## src/hw/rtl/b2il_pkg.sv

```systemverilog
// shared widths and types for the bitmap to index list block
`default_nettype none
package b2il_pkg;
    localparam int LANES      = 8;
    localparam int LANE_W     = 3;
    localparam int BYTE_W     = 8;
    localparam int WORD_W     = 32;
    localparam int POS_W      = 30;

    typedef logic [BYTE_W-1:0] byte_t;
    typedef logic [WORD_W-1:0] word_t;
    typedef logic [LANE_W-1:0] lane_t;
    typedef logic [POS_W-1:0]  pos_t;
endpackage
`default_nettype wire

```

## src/hw/rtl/b2il_if.sv

```systemverilog
// valid/ready channel interfaces for bitmap bytes and index results
`default_nettype none
interface b2il_byte_if;
    logic            valid;
    logic            ready;
    b2il_pkg::byte_t bitmap_byte;
    logic            start_req;

    modport source (output valid, output bitmap_byte, output start_req, input ready);
    modport sink (input valid, input bitmap_byte, input start_req, output ready);
endinterface

interface b2il_index_if;
    logic            valid;
    logic            ready;
    logic            is_total;
    b2il_pkg::word_t value;
    b2il_pkg::word_t slot;
    logic            end_of_run;

    modport source (output valid, output is_total, output value, output slot,
                    output end_of_run, input ready);
    modport sink (input valid, input is_total, input value, input slot,
                  input end_of_run, output ready);
endinterface
`default_nettype wire

```

## src/hw/rtl/bitmap_to_index_list.sv

```systemverilog
// bitmap to index list compaction, one bitmap byte per input word
//
//  channel   dir  payload                                  handshake
//  bitmap    in   bitmap_byte[7:0], start_req              valid/ready
//  indices   out  is_total, value[31:0], slot[31:0], eor   valid/ready
//  cfg       in   cfg_wdata[31:0] (element_count)          cfg_we
//
// a byte yields one result per set bit in range, plus a closing total if it is
// the last byte in range; a byte with no result is taken but gives no output
// the emit stage hands out one result per cycle into the output register while the output is not stalled
// a new byte is taken while the emit stage is idle or in the cycle it hands off its last result
// rst_n clears position, count, finished flag, element_count and all valids
// a stalled output holds its word; the emit stage behind it then waits
`default_nettype none
module bitmap_to_index_list (
    input  wire logic          clk,
    input  wire logic          rst_n,
    input  wire logic          cfg_we,
    input  wire b2il_pkg::word_t cfg_wdata,
    b2il_byte_if.sink          bitmap,
    b2il_index_if.source       indices
);
    // persistent state
    b2il_pkg::word_t elem_cnt_reg;
    b2il_pkg::pos_t  pos_reg;
    b2il_pkg::word_t sel_cnt_reg;
    logic            finished_reg;

    // emit stage
    logic [b2il_pkg::LANES-1:0]         mask_reg, mask_next;
    logic [b2il_pkg::WORD_W-b2il_pkg::LANE_W-1:0] hi_reg;
    b2il_pkg::word_t                    slot_reg;
    logic                               total_reg, total_next;
    b2il_pkg::word_t                    total_val_reg;

    // output register
    logic            out_valid_reg;
    logic            out_is_total_reg;
    b2il_pkg::word_t out_value_reg;
    b2il_pkg::word_t out_slot_reg;
    logic            out_eor_reg;

    // input side decode
    b2il_pkg::pos_t             pos0;
    b2il_pkg::word_t            cnt0;
    logic [b2il_pkg::POS_W+2:0] base;
    logic signed [b2il_pkg::POS_W+3:0] rem;
    logic [b2il_pkg::LANES-1:0] lane_ok;
    logic [b2il_pkg::LANES-1:0] sel;
    logic [b2il_pkg::LANE_W:0]  pop;
    logic                       is_last;
    logic                       proceed;
    logic                       has_res;
    logic                       accept;
    b2il_pkg::word_t            cnt_new;

    // emit decode
    logic            work_active;
    logic            work_adv;
    b2il_pkg::lane_t low_lane;
    logic            emit_total;
    logic            emit_last;

    always_comb
    begin
        pos0    = bitmap.start_req ? '0 : pos_reg;
        cnt0    = bitmap.start_req ? '0 : sel_cnt_reg;
        proceed = bitmap.start_req || !finished_reg;
        base    = {pos0, {b2il_pkg::LANE_W{1'b0}}};
        rem     = $signed({2'b00, elem_cnt_reg}) - $signed({1'b0, base});
        for (int k = 0; k < b2il_pkg::LANES; k++)
        begin
            lane_ok[k] = rem > $signed((b2il_pkg::POS_W+4)'(k));
        end
        sel     = bitmap.bitmap_byte & lane_ok;
        pop     = (b2il_pkg::LANE_W+1)'($countones(sel));
        is_last = rem <= $signed((b2il_pkg::POS_W+4)'(b2il_pkg::LANES));
        has_res = proceed && ((sel != '0) || is_last);
        cnt_new = cnt0 + b2il_pkg::WORD_W'(pop);
    end

    always_comb
    begin
        low_lane = '0;
        for (int k = b2il_pkg::LANES - 1; k >= 0; k--)
        begin
            if (mask_reg[k])
            begin
                low_lane = b2il_pkg::LANE_W'(k);
            end
        end
        work_active = (mask_reg != '0) || total_reg;
        emit_total  = (mask_reg == '0);
        emit_last   = emit_total || (((mask_reg & (mask_reg - 1'b1)) == '0) && !total_reg);
        work_adv    = work_active && (!out_valid_reg || indices.ready);
        mask_next   = mask_reg & (mask_reg - 1'b1);
        total_next  = total_reg && !emit_total;
    end

    assign bitmap.ready = !work_active || (work_adv && emit_last);
    assign accept       = bitmap.valid && bitmap.ready;

    always_ff @(posedge clk or negedge rst_n)
    begin
        if (!rst_n)
        begin
            elem_cnt_reg <= '0;
            pos_reg      <= '0;
            sel_cnt_reg  <= '0;
            finished_reg <= 1'b0;
        end
        else
        begin
            if (cfg_we)
            begin
                elem_cnt_reg <= cfg_wdata;
            end
            if (accept && proceed)
            begin
                sel_cnt_reg <= cnt_new;
                if (is_last)
                begin
                    finished_reg <= 1'b1;
                    pos_reg      <= pos0;
                end
                else
                begin
                    finished_reg <= 1'b0;
                    pos_reg      <= pos0 + 1'b1;
                end
            end
        end
    end

    always_ff @(posedge clk or negedge rst_n)
    begin
        if (!rst_n)
        begin
            mask_reg  <= '0;
            total_reg <= 1'b0;
        end
        else if (accept && has_res)
        begin
            mask_reg  <= sel;
            total_reg <= is_last;
        end
        else if (work_adv)
        begin
            mask_reg  <= mask_next;
            total_reg <= total_next;
        end
    end

    always_ff @(posedge clk)
    begin
        if (accept && has_res)
        begin
            hi_reg        <= base[b2il_pkg::WORD_W-1:b2il_pkg::LANE_W];
            slot_reg      <= cnt0;
            total_val_reg <= cnt_new;
        end
        else if (work_adv && !emit_total)
        begin
            slot_reg <= slot_reg + 1'b1;
        end
    end

    always_ff @(posedge clk or negedge rst_n)
    begin
        if (!rst_n)
        begin
            out_valid_reg <= 1'b0;
        end
        else if (work_adv)
        begin
            out_valid_reg <= 1'b1;
        end
        else if (indices.ready)
        begin
            out_valid_reg <= 1'b0;
        end
    end

    always_ff @(posedge clk)
    begin
        if (work_adv)
        begin
            out_is_total_reg <= emit_total;
            out_value_reg    <= emit_total ? total_val_reg : {hi_reg, low_lane};
            out_slot_reg     <= emit_total ? '0 : slot_reg;
            out_eor_reg      <= emit_last;
        end
    end

    assign indices.valid      = out_valid_reg;
    assign indices.is_total   = out_is_total_reg;
    assign indices.value      = out_value_reg;
    assign indices.slot       = out_slot_reg;
    assign indices.end_of_run = out_eor_reg;
endmodule
`default_nettype wire

```

## src/flat_wrapper.sv

```systemverilog
// flat-port wrapper written by rule: the top's interface ports become plain ports
module bitmap_to_index_list_flat 
  (clk, rst_n, cfg_we, cfg_wdata, bitmap_valid, bitmap_bitmap_byte, bitmap_start_req, bitmap_ready, indices_valid, indices_is_total, indices_value, indices_slot, indices_end_of_run, indices_ready);
  b2il_byte_if bitmap_i ();
  b2il_index_if indices_i ();
  input  wire logic clk;
  input  wire logic rst_n;
  input  wire logic cfg_we;
  input  wire b2il_pkg::word_t cfg_wdata;
  input wire logic [$bits(bitmap_i.valid)-1:0] bitmap_valid;
  input wire logic [$bits(bitmap_i.bitmap_byte)-1:0] bitmap_bitmap_byte;
  input wire logic [$bits(bitmap_i.start_req)-1:0] bitmap_start_req;
  output wire logic [$bits(bitmap_i.ready)-1:0] bitmap_ready;
  output wire logic [$bits(indices_i.valid)-1:0] indices_valid;
  output wire logic [$bits(indices_i.is_total)-1:0] indices_is_total;
  output wire logic [$bits(indices_i.value)-1:0] indices_value;
  output wire logic [$bits(indices_i.slot)-1:0] indices_slot;
  output wire logic [$bits(indices_i.end_of_run)-1:0] indices_end_of_run;
  input wire logic [$bits(indices_i.ready)-1:0] indices_ready;
  assign bitmap_i.valid = bitmap_valid;
  assign bitmap_i.bitmap_byte = bitmap_bitmap_byte;
  assign bitmap_i.start_req = bitmap_start_req;
  assign bitmap_ready = bitmap_i.ready;
  assign indices_valid = indices_i.valid;
  assign indices_is_total = indices_i.is_total;
  assign indices_value = indices_i.value;
  assign indices_slot = indices_i.slot;
  assign indices_end_of_run = indices_i.end_of_run;
  assign indices_i.ready = indices_ready;
  bitmap_to_index_list u_core (.clk(clk), .rst_n(rst_n), .cfg_we(cfg_we), .cfg_wdata(cfg_wdata), .bitmap(bitmap_i), .indices(indices_i));
endmodule
```

## config.mk

```make
export PLATFORM = sky130hd
export DESIGN_NAME = bitmap_to_index_list_flat
export DESIGN_NICKNAME = d
export VERILOG_FILES = /design/src/hw/rtl/b2il_pkg.sv /design/src/hw/rtl/b2il_if.sv /design/src/hw/rtl/bitmap_to_index_list.sv /design/src/flat_wrapper.sv
export SDC_FILE = /design/constraint.sdc
export NUM_CORES = 1
export LEC_CHECK = 0
export ABC_AREA = 1
export BUFFER_PORTS_ARGS = -buffer_cell sky130_fd_sc_hd__buf_2
export CORE_ASPECT_RATIO = 0.5
export CORE_MARGIN = 2
export CORE_UTILIZATION = 66
export CTS_CLUSTER_SIZE = 10
export DETAILED_ROUTE_END_ITERATION = 8
export GPL_TIMING_DRIVEN = 0
export HOLD_SLACK_MARGIN = 0.06
export PLACE_DENSITY = 0.95
export SLEW_MARGIN = 20
export SYNTH_ARGS = -nofsm -noshare
export SYNTH_HDL_FRONTEND = slang
export SYNTH_SLANG_ARGS = --single-unit
```

## constraint.sdc

```tcl
create_clock -name clk -period 18.08 [get_ports clk]
set_input_delay 0.904 -clock clk [delete_from_list [all_inputs] [get_ports clk]]
set_output_delay 0.904 -clock clk [all_outputs]
set_load 0.05 [all_outputs]
```

# == Word level (Yosys, flattened, before mapping) ==
# Index checks and enable logic that the tools add are counted.
# word_totals
out_inout_bits,68
regBits,264
elab_cells,85
input_bits,46
# classes
add_sub_neg,12
order_cmp,9
n_reduce_logical,27
bitwise,2
n_mux,21
# op_table
operator,count
$gt 34x4->1 const B,4
$mux 32,4
$gt 34x3->1 const B,2
$mux 30,2
$gt 34x1->1 const B,1
$gt 34x2->1 const B,1
$le 34x5->1 const B,1
$sub 32x33->34,1
$add 32x1->32 const B,1
$add 32x4->32,1
$add 30x1->30 const B,1
$mux 3,8
$and 8x8->8,2
$logic_not 8->1,2
$mux 8,2
$reduce_bool 8->1,2
$add 4x4->4,3
$logic_and 1x1->1,9
$add 1x1->2,4
$sub 8x1->8 const B,1
$logic_or 1x1->1,6
$reduce_bool 2->1,3
$logic_not 1->1,5
$mux 1,5

# == Longest topological paths before layout ==
# Gate-level depths: netlist of the first run.
# logic_depth
word_depth,10
depth_mapped,49
depth_no_buf,46

# == Worst setup path before layout of the first run ==
# OpenSTA, ideal clock, no wires.
# synth_timing
path_kind,in2reg
start,input bitmap_start_req
end,register u_core.total_val_reg[31] (data pin)
stages,43
arrival_ns,7.694
setup_slack_ns,10.123
n_path_buf,4
setup_time_ns,0.264
required_time_ns,17.816
path_cell_list,buf_2 -> buf_1 -> buf_1 -> buf_1 -> nor2_1 -> ha_1 -> inv_1 -> fa_1 -> nand3_1 -> nand3_2 -> nand2_1 -> nand2_1 -> nand2_1 -> nand2_1 -> nand2_1 -> nand2_1 -> nand2_1 -> nor2_1 -> [7 not listed] -> inv_1 -> fa_1 -> ha_1 -> inv_1 -> fa_1 -> inv_1 -> ha_1 -> nand3_1 -> nand3b_1 -> a21oi_1 -> or2_2 -> nor2_1 -> nand2_1 -> nor2_1 -> nand4_1 -> nor2_1 -> nand4_1 -> xor2_1
# synth_via
elab_chain_len,8
elab_cells_between_ends,20
cone_classes,9 x add/sub; 8 x order compare; 2 x mux; 1 x bitwise
# synth_lines
element,line_no,rtl
from (decl),flat_wrapper.sv:12,input wire logic [$bits(bitmap_i.start_req)-1:0] bitmap_start_req;
$mux 30 *,bitmap_to_index_list.sv:66,pos0 = bitmap.start_req ? '0 : pos_reg;
via u_core.pos0[0],bitmap_to_index_list.sv:44,b2il_pkg::pos_t pos0;
$sub 32x33->34 *,bitmap_to_index_list.sv:70,"rem = $signed({2'b00, elem_cnt_reg}) - $signed({1'b0, base});"
$gt 34x1->1 (tied with other cells),bitmap_to_index_list.sv:73,lane_ok[k] = rem > $signed((b2il_pkg::POS_W+4)'(k));
$and 8x8->8 *,bitmap_to_index_list.sv:75,sel = bitmap.bitmap_byte & lane_ok;
$add 1x1->2 (not written as such),bitmap_to_index_list.sv:76,pop = (b2il_pkg::LANE_W+1)'($countones(sel));
$add 4x4->4 (not written as such),bitmap_to_index_list.sv:76,
$add 4x4->4 (not written as such) *,bitmap_to_index_list.sv:76,
$add 32x4->32 *,bitmap_to_index_list.sv:79,cnt_new = cnt0 + b2il_pkg::WORD_W'(pop);
via u_core.cnt_new[31],bitmap_to_index_list.sv:55,b2il_pkg::word_t cnt_new;
to (signal assigned),bitmap_to_index_list.sv:160,total_val_reg <= cnt_new;
to (decl),bitmap_to_index_list.sv:34,b2il_pkg::word_t total_val_reg;
# Mark *: on every way through the listed nets, which the timed path passes. The rest lies on a longest branch.
# A chain may end at the register's enable or synchronous reset.

# == Worst setup path in the final report of the first run ==
# layout_timing
start,input bitmap_start_req
end,register u_core.sel_cnt_reg[31]
# layout_via
elab_chain_len,8
elab_cells_between_ends,22
cone_classes,9 x add/sub; 8 x order compare; 2 x mux; 1 x bitwise; 2 x reduce/logical
# layout_lines
element,line_no,rtl
$mux 30 *,bitmap_to_index_list.sv:66,
via u_core.pos0[0],bitmap_to_index_list.sv:44,
$sub 32x33->34 *,bitmap_to_index_list.sv:70,
$gt 34x1->1 (tied with other cells),bitmap_to_index_list.sv:73,
$and 8x8->8 *,bitmap_to_index_list.sv:75,
$add 1x1->2 (not written as such),bitmap_to_index_list.sv:76,
$add 4x4->4 (not written as such),bitmap_to_index_list.sv:76,
$add 4x4->4 (not written as such) *,bitmap_to_index_list.sv:76,
$add 32x4->32 *,bitmap_to_index_list.sv:79,
via u_core.cnt_new[31],bitmap_to_index_list.sv:55,
to (signal assigned),bitmap_to_index_list.sv:120,sel_cnt_reg <= cnt_new;
to (decl),bitmap_to_index_list.sv:26,b2il_pkg::word_t sel_cnt_reg;
# Marks and branches as above.

==> results.toml, run 1 <==
[critical_path]
cpPeakStageDelay_ns = 0.65
arrival_ns = 10.97
worst_setup_path_start_kind = "input pin"
critPathKind = "in2reg"
end_kind = "register"
cp_slowest_cell = "buf_1"
path_common_cell = "nand2_1"
path_max_fanout = 10
required_ns = 18.61

[clocking]
cts_setup_buffers = 0
clk_latency_ns = 0.59
clockRootBuffer = "clkbuf_16"
ctsResizeCount = 0
clock-sinks = 264
cts_buffers = 30
ctsHoldBuffers = 0
clk_pin_slew_worst_paths_ns = 0.06
cts_buffer_depth = 3
h-tree-depth = 1
cts_tree = "built"

[place]
post-place-ws_ns = 7.55
gp_congestion = 0.980
io_buffers = 111
place_area_um2 = 16900
dpl.cell_count = 2473
hpwl_um = 32600

[floorplan]
io_pins = 114
dieHeight_um = 114
core_um2 = 23800
die_w_um = 224
start_util = 0.668
die-area_um2 = 25400
num_rows = 40

[logic_synthesis]
synth.distinct_cells = 44
syn_area_um2 = 15900
ys_ff_latch = 264
syn-num-nets = 2142
yosysSeqAreaShare = 0.465
ys_top_cells_by_area = "edfxtp_1 (30%), dfrtp_1 (17%), nand2_1 (16%)"
yosysWarnings = 0
syn_area_per_cell_um2 = 7.78
yosysTopAreaCell = "edfxtp_1"
synth_top_area_frac = 0.300
synthCells = 2045

[status]
status = "completed"

[power]
ir_worst_vdd_mv = 0.0922
p_per_area_nw_per_um2 = 163
total_power_mw = 2.90
leakagePower_nw = 8.42

[flow_run]
maxCapViolations = 0

[routing]
wl_per_cell_um = 17.5
drt-initial-drc-count = 1955
via_per_inst = 5.66
drc = 0
wl_um = 44300
postRouteAntennaNets = 0
drtPass1Iterations = 8
via_count = 14311

[final_layout]
area_growth_pct = 11.9
final_cell_mix = "nand2_1 (677), inv_1 (328), nor2_1 (225)"
layout_commonest_cell = "nand2_1"
final_area_um2 = 17800
diodes = 0
drive_gt1_frac = 0.101
utilization = 0.747
stdcell_count = 2527
nets = 2287

[sta]
fin_crit_sh = 0.577
fmax_mhz = 95.8
fin_hold_ws_ns = 0.216
rsz0062_at_grt = "no"
clock-skew-final_ns = 0.0142
finalSetupViolCount = 0
hold_viol = 0
final_max_slew_viol_count = 0
setup_tns_ns = 0
finalWorstSetupSlack_ns = 7.64
finalCriticalPeriod_ns = 10.44
worstMarginPinSlew_ns = 0.921
slew_headroom = 0.386

[global_routing]
grt_pass1_wl_um = 69600
antenna_found_initial = 0
first_global_vias = 13534
grt.overflow.total = 0
grt_max_degree = 73
globalRouteTotalUtil = 0.353

[min_path]
hold_class = "in2async"
per-layer routing:
layer | GRT usage | share of wire | vias up | wire [µm]
li1 | - | - | 6745 | -
met1 | 0.470 | 0.40 | 6533 | 17600
met2 | 0.575 | 0.45 | 869 | 20000
met3 | 0.0562 | 0.10 | 164 | 4420
met4 | 0.176 | 0.050 | 0 | 2230
met5 | 0 | 0 | - | 0
power breakdown:
group	leakage [nW]	internal (mW)	total, mW	switching [mW]
Clock	0.411	0.311	0.559	0.249
Sequential	2.95	0.979	1.08	0.103
Combinational	5.05	0.296	1.26	0.959
Total	8.42	1.59	2.90	1.31
synthesized netlist by cell type (all sizes together):
master  instances
and3            1
xnor2          12
nor4           17
dfrtp         105
edfxtp        159
inv           335
nor2          233
a31oi           1
nand4          48
nor3b           4
nand2b          1
fa              6
mux2           29
nand3b         11
buf            23
clkbuf         23
o21ai          66
ha             45
nor3           38
and2            2
clkinv          2
a21oi          28
nand2         682
a21o            2
or2             4
xor2           67
nand3         101
worst paths after layout:
kind | startpoint | endpoint | slack, ns | depth (start not counted)
worst min register to register | u_core.sel_cnt_reg[0]$_DFFE_PN0P_ | u_core.sel_cnt_reg[0]$_DFFE_PN0P_ | 0.48 | 2
max in group asynchronous | rst_n | u_core.elem_cnt_reg[8]$_DFFE_PN0P_ | 17.14 | 2
worst max register to register | u_core.pos_reg[0]$_DFFE_PN0P_ | u_core.sel_cnt_reg[31]$_DFFE_PN0P_ | 9.34 | 39
min in group clk | u_core.sel_cnt_reg[0]$_DFFE_PN0P_ | u_core.sel_cnt_reg[0]$_DFFE_PN0P_ | 0.48 | 2
worst min-delay path | rst_n | u_core.mask_reg[0]$_DFFE_PN0P_ | 0.22 | 1
worst max-delay path | bitmap_start_req | u_core.sel_cnt_reg[31]$_DFFE_PN0P_ | 7.64 | 45
area by class of cell:
type,count,area [µm²]
Clock inverter,2,35.0
Clock buffer,52,833
Fill cell,1669,6020
Inverter,337,1270
Timing Repair Buffer,113,617
Buffer,46,233
Sequential cell,264,7400
Tap cell,315,394
Multi-Input combinational cell,1398,7010
logic make-up (layout without fill, tap and decap cells):
| group | count (synthesis) | after routing | share of synthesized area |
|---|---|---|---|
| muxes | 29 | 29 | 0.0205 |
| AOI/OAI and AO/OA | 97 | 97 | 0.0321 |
| adders and majority gates | 51 | 51 | 0.0429 |
| and+or+nand+nor | 1142 | 1142 | 0.301 |
| xor gates and xnor gates | 79 | 79 | 0.0435 |
| DFF | 264 | 264 | 0.465 |
| buffers and inverters | 383 | 550 | 0.0945 |
worst max-delay path, delay by kind of cell:
family	cells	cell delay, ns
XOR/XNOR	1	0.30
adder cells (fa/ha/maj)	8	2.85
AO/OA/AOI/OAI	2	0.22
AND/OR/NAND/NOR	25	4.20
buffers and inverters	9	2.48
Power figures use the tool's default switching activity.
==> inputs of run 2 (changes only) <==
--- a/config.mk
+++ b/config.mk
@@ -9,12 +9,12 @@
 export BUFFER_PORTS_ARGS = -buffer_cell sky130_fd_sc_hd__buf_2
 export CORE_ASPECT_RATIO = 0.5
 export CORE_MARGIN = 2
-export CORE_UTILIZATION = 66
+export CORE_UTILIZATION = 61
 export CTS_CLUSTER_SIZE = 10
 export DETAILED_ROUTE_END_ITERATION = 8
 export GPL_TIMING_DRIVEN = 0
 export HOLD_SLACK_MARGIN = 0.06
-export PLACE_DENSITY = 0.95
+export PLACE_DENSITY = 0.91
 export SLEW_MARGIN = 20
 export SYNTH_ARGS = -nofsm -noshare
 export SYNTH_HDL_FRONTEND = slang
==> constraint.sdc (replaced) <==
create_clock -name clk -period 10.35 [get_ports clk]
set_input_delay 0.5175 -clock clk [delete_from_list [all_inputs] [get_ports clk]]
set_output_delay 0.5175 -clock clk [all_outputs]
set_load 0.05 [all_outputs]
==> run 2 against run 1 <==
Net effect: first-iteration DRC count fell by 19%; global-route usage down 2.5 points; sequential share of layout area is 0.15 points lower; hold slack got worse by 0.065 ns; sequential power up 74%; largest power group unchanged.
==> results.toml, run 2 (synthesis results as in run 1) <==
[critical_path]
cp_slowest_cell = "nor2_1"
rr_startpoint = "u_core.pos_reg[0]$_DFFE_PN0P_"
cpPeakStageDelay_ns = 0.68
required_ns = 10.87
worstSetupStartpoint = "bitmap_start_req"
crit_buf_inv = 8
cp_top_family = "simple AND/OR/NAND/NOR gates"
arrival_ns = 9.92
worst_setup_path_start_kind = "input pin"
path_max_fanout = 16
end_kind = "register"
critPathKind = "in2reg"
path_common_cell = "nand2_1"

[min_path]
hold_class = "in2reg"
min-delay-start = "cfg_wdata[2]"

[final_layout]
area_growth_pct = 12.3
nets = 2287
diodes = 0
final_cell_mix = "nand2_1 (677), inv_1 (328), nor2_1 (225)"
drive_gt1_frac = 0.102
stdcell_count = 2557
layout_commonest_cell = "nand2_1"
fillers = 1989
final_area_um2 = 17900
utilization = 0.704

[clocking]
clockRootBuffer = "clkbuf_16"
cts_buffers = 30
cts_tree = "built"
cts_setup_buffers = 0
clock-sinks = 264
clk_pin_slew_worst_paths_ns = 0.06
clk_latency_ns = 0.59
cts_buffer_depth = 3
h-tree-depth = 1

[place]
post-place-ws_ns = 0.296
place_area_um2 = 17000
gp_congestion = 0.986
dpl.cell_count = 2502
hpwl_um = 32300
io_buffers = 111

[routing]
drt-initial-drc-count = 1585
via_count = 14169
drtPass1Iterations = 6
via_per_inst = 5.54
postRouteAntennaNets = 0
drc = 0
wl_per_cell_um = 17.1
wl_um = 43800

[floorplan]
num_rows = 41
start_util = 0.626
die-area_um2 = 27500
io_pins = 114
core_um2 = 25400
die_w_um = 232
dieHeight_um = 118

[power]
leakagePower_nw = 8.43
clockPowerShare = 0.197
p_per_area_nw_per_um2 = 282
seqPwrFrac = 0.373
ir_worst_vdd_mv = 0.179
total_power_mw = 5.04
p_comb_frac = 0.431
intPower_mw = 2.78
switching_share = 0.448
switchingPower_mw = 2.26

[global_routing]
grt_pass1_wl_um = 70300
grt_util_met2 = 0.530
grt_max_degree = 75
grt.overflow.total = 0
first_global_vias = 13592
grt_util_met1 = 0.449
globalRouteTotalUtil = 0.328
antenna_found_initial = 0
top_usage_layer = "met2"
met3_usage = 0.0514

[sta]
rsz0062_at_grt = "no"
finalCriticalPeriod_ns = 9.40
worstMarginPinSlew_ns = 0.890
finalWorstSetupSlack_ns = 0.947
final_max_slew_viol_count = 0
finalSetupViolCount = 0
hold_viol = 0
fin_hold_ws_ns = 0.151
setup_tns_ns = 0
fmax_mhz = 106
fin_crit_sh = 0.909
slew_headroom = 0.407
clock-skew-final_ns = 0.0185

[status]
status = "completed"

[flow_run]
maxCapViolations = 0
run 2: final cells by class:
cell class / instances / area [µm²] / share of cell area
tap: 344 / 430 / 0.0241
timing repair buffer: 114 / 627 / 0.0351
clock buffer: 54 / 861 / 0.0482
sequential: 264 / 7400 / 0.414
clock inverter: 1 / 30.0 / 0.00168
multi-input combinational: 1398 / 7010 / 0.393
inverter: 337 / 1270 / 0.0712
buffer: 45 / 229 / 0.0128
run 2: per-layer routing:
layer / routed length, µm / vias up
met1: 17900 / 6552
met4: 1630 / 0
met3: 4160 / 119
met5: 0 / -
met2: 20100 / 740
li1: - / 6758
run 2: worst paths after layout:
check                                                 endpoint  slack (ns)  cells past startpoint
max                         u_core.sel_cnt_reg[31]$_DFFE_PN0P_        0.95                     40
min                         u_core.elem_cnt_reg[2]$_DFFE_PN0P_        0.15                      3
max reg2reg                 u_core.sel_cnt_reg[31]$_DFFE_PN0P_        1.66                     38
min reg2reg                  u_core.sel_cnt_reg[4]$_DFFE_PN0P_        0.47                      2
max in group asynchronous  u_core.elem_cnt_reg[14]$_DFFE_PN0P_        9.21                      3
min in group asynchronous       u_core.mask_reg[3]$_DFFE_PN0P_        0.42                      2
run 2: repair_timing:
action	CTS	global route
setup endpoints to repair	0	4
endpoints found under the hold margin	31	0
gates resized for setup	0	0
hold buffers	1	0
run 2: worst min-delay path: stages:
cell,delay [ns]
buf_2,0.08
nand2_1,0.04
o21ai_0,0.06
run 2: power by group through the flow:
stage / Combinational (mW) / Clock, mW / Sequential, mW
after CTS: 2.15 / 0.991 / 1.88
final: 2.17 / 0.991 / 1.88
after global placement: 2.04 / 0 / 1.89
after global routing: 2.37 / 1.04 / 1.91
after floorplan: 1.06 / 0 / 2.35
after detailed placement: 2.13 / 0 / 1.89
==> inputs of run 3 (changes only) <==
--- a/config.mk
+++ b/config.mk
@@ -9,12 +9,13 @@
 export BUFFER_PORTS_ARGS = -buffer_cell sky130_fd_sc_hd__buf_2
 export CORE_ASPECT_RATIO = 0.5
 export CORE_MARGIN = 2
-export CORE_UTILIZATION = 61
+export CORE_UTILIZATION = 35
 export CTS_CLUSTER_SIZE = 10
 export DETAILED_ROUTE_END_ITERATION = 8
 export GPL_TIMING_DRIVEN = 0
 export HOLD_SLACK_MARGIN = 0.06
-export PLACE_DENSITY = 0.91
+export PLACE_DENSITY = 0.61
+export SKIP_LAST_GASP = 1
 export SLEW_MARGIN = 20
 export SYNTH_ARGS = -nofsm -noshare
 export SYNTH_HDL_FRONTEND = slang
==> run 3 against run 2 <==
Net effect: cell count increased by 10%; hold slack got worse by 0.0076 ns; core utilization decreased by 30 points; clock skew decreased by 0.0046 ns; sequential share of layout area decreased by 0.78 points; die area increased by 72%; flip-flop and latch count unchanged; first-iteration DRC count decreased by 30%; register-to-register slack improved by 0.27 ns; critical path type unchanged; largest cell class unchanged; highest routed layer unchanged.
==> results.toml, run 3 (synthesis results as in run 1) <==
[sta]
finalSetupViolCount = 0
slew_headroom = 0.462
final_max_slew_viol_count = 0
fmax_mhz = 104
fin_crit_sh = 0.926
fin_hold_ws_ns = 0.143
finalWorstSetupSlack_ns = 0.770
worstMarginPinSlew_ns = 0.808
hold_viol = 0
finalCriticalPeriod_ns = 9.58
rsz0062_at_grt = "no"
setup_tns_ns = 0
clock-skew-final_ns = 0.0139

[place]
hpwl_um = 35400
io_buffers = 111
post-place-ws_ns = 0.299
place_area_um2 = 17300
gp_congestion = 0.940

[critical_path]
r2r_cells = 35
cp_slowest_cell = "buf_1"
end_kind = "register"
arrival_ns = 9.92
path_max_fanout = 10
required_ns = 10.69
rr_startpoint = "u_core.pos_reg[0]$_DFFE_PN0P_"
rrSetupSlack_ns = 1.93
r2r_end = "u_core.total_val_reg[26]$_DFFE_PP_"
critPathKind = "in2reg"
worstSetupStartpoint = "bitmap_start_req"
cp-endpoint = "u_core.total_val_reg[26]$_DFFE_PP_"
worst_setup_path_start_kind = "input pin"
cpPeakStageDelay_ns = 0.64
path_common_cell = "nand2_1"

[final_layout]
drive_gt1_frac = 0.102
nets = 2289
area_growth_pct = 14.5
layout_commonest_cell = "nand2_1"
final_cell_mix = "nand2_1 (677), inv_1 (328), nor2_1 (225)"
final_area_um2 = 18200
diodes = 0

[floorplan]
dieHeight_um = 155
io_pins = 114
die_w_um = 305
core_um2 = 45000
start_util = 0.353
die-area_um2 = 47300
num_rows = 55

[clocking]
cts_buffers = 30
clk_latency_ns = 0.59
cts_buffer_depth = 3
cts_setup_buffers = 0
cts_tree = "built"
clockRootBuffer = "clkbuf_16"
clock-sinks = 264
ctsResizeCount = 0
h-tree-depth = 1
clk_pin_slew_worst_paths_ns = 0.06

[routing]
wl_per_cell_um = 16.3
via_count = 13332
wl_met2_um = 21000
met3_length_um = 2180
via_per_inst = 4.74
wl_um = 45900
drt-initial-drc-count = 1107
drc = 0
postRouteAntennaNets = 0
drt-met1-wl_um = 21100
highest-signal-layer = "met4"
drtPass1Iterations = 5

[global_routing]
antenna_found_initial = 0
first_global_vias = 12954
globalRouteTotalUtil = 0.195
grt.overflow.total = 0
grt_pass1_wl_um = 72100
grt_max_degree = 71

[power]
switchingPower_mw = 2.27
leakagePower_nw = 8.44
ir_worst_vdd_mv = 0.183
p_per_area_nw_per_um2 = 278
intPower_mw = 2.79
clockPowerShare = 0.196
p_comb_frac = 0.434
seqPwrFrac = 0.370
switching_share = 0.449

[flow_run]
maxCapViolations = 0

[min_path]
hold_class = "in2reg"

[status]
status = "completed"
## run 3: power by group through the flow
stage / clock network [mW] / registers (mW) / logic, mW
final: 0.993 / 1.87 / 2.20
after global routing: 1.06 / 1.92 / 2.41
after CTS: 1.02 / 1.87 / 2.21
after detailed placement: 0 / 1.89 / 2.20
after global placement: 0 / 1.91 / 2.13
after floorplan: 0 / 2.35 / 1.06
## run 3: final cells by class
cell class	count	area, µm²
clock buffers	55	855
flip-flops and latches	264	7400
repair buffers	115	654
clock inverters	1	30.0
well taps	598	748
plain buffers	46	233
fillers	4643	26800
multi-input cells	1398	7010
inverters	337	1270
## run 3: how the worst min path moves through the flow
stage / slack [ns] / endpoint / start / cells past startpoint
2_1_floorplan: 0.22 / u_core.elem_cnt_reg[0]$_DFFE_PN0P_ / rst_n / 0
3_3_place_gp: 0.45 / u_core.sel_cnt_reg[4]$_DFFE_PN0P_ / u_core.sel_cnt_reg[4]$_DFFE_PN0P_ / 2
3_5_place_dp: 0.46 / u_core.sel_cnt_reg[15]$_DFFE_PN0P_ / u_core.sel_cnt_reg[15]$_DFFE_PN0P_ / 2
4_1_cts: 0.11 / u_core.elem_cnt_reg[1]$_DFFE_PN0P_ / cfg_wdata[1] / 3
5_1_grt: 0.12 / u_core.elem_cnt_reg[1]$_DFFE_PN0P_ / cfg_wdata[1] / 3
6_report: 0.14 / u_core.elem_cnt_reg[1]$_DFFE_PN0P_ / cfg_wdata[1] / 3
## run 3: per-layer routing
metal,vias to the layer above,track usage
li1,6741,-
met1,6195,0.263
met2,323,0.323
met3,73,0.0269
met4,0,0.0680
met5,-,0
## run 3: timing repair
item	4_1_cts	5_1_grt
hold buffers	1	0
endpoints found under the hold margin	51	0
setup endpoints to repair	0	0
## run 3: stage by stage
| stage | total power [mW] | instances | util |
|---|---|---|---|
| global placement | 4.04 | 2754 | 0.382 |
| finish | 5.06 | 2814 | 0.405 |
| floorplan | 3.41 | 2045 | - |
| detailed placement | 4.10 | 2757 | 0.385 |
| global route | 5.38 | 2814 | 0.405 |
| CTS | 5.11 | 2814 | 0.405 |
## run 3: critical path: cells and delay by family
family / cells / cell delay (ns)
buf+inv: 9 / 2.36
xor+xnor: 1 / 0.41
simple gates: 23 / 3.68
compound gates: 1 / 0.11
fa+ha+maj: 8 / 2.81
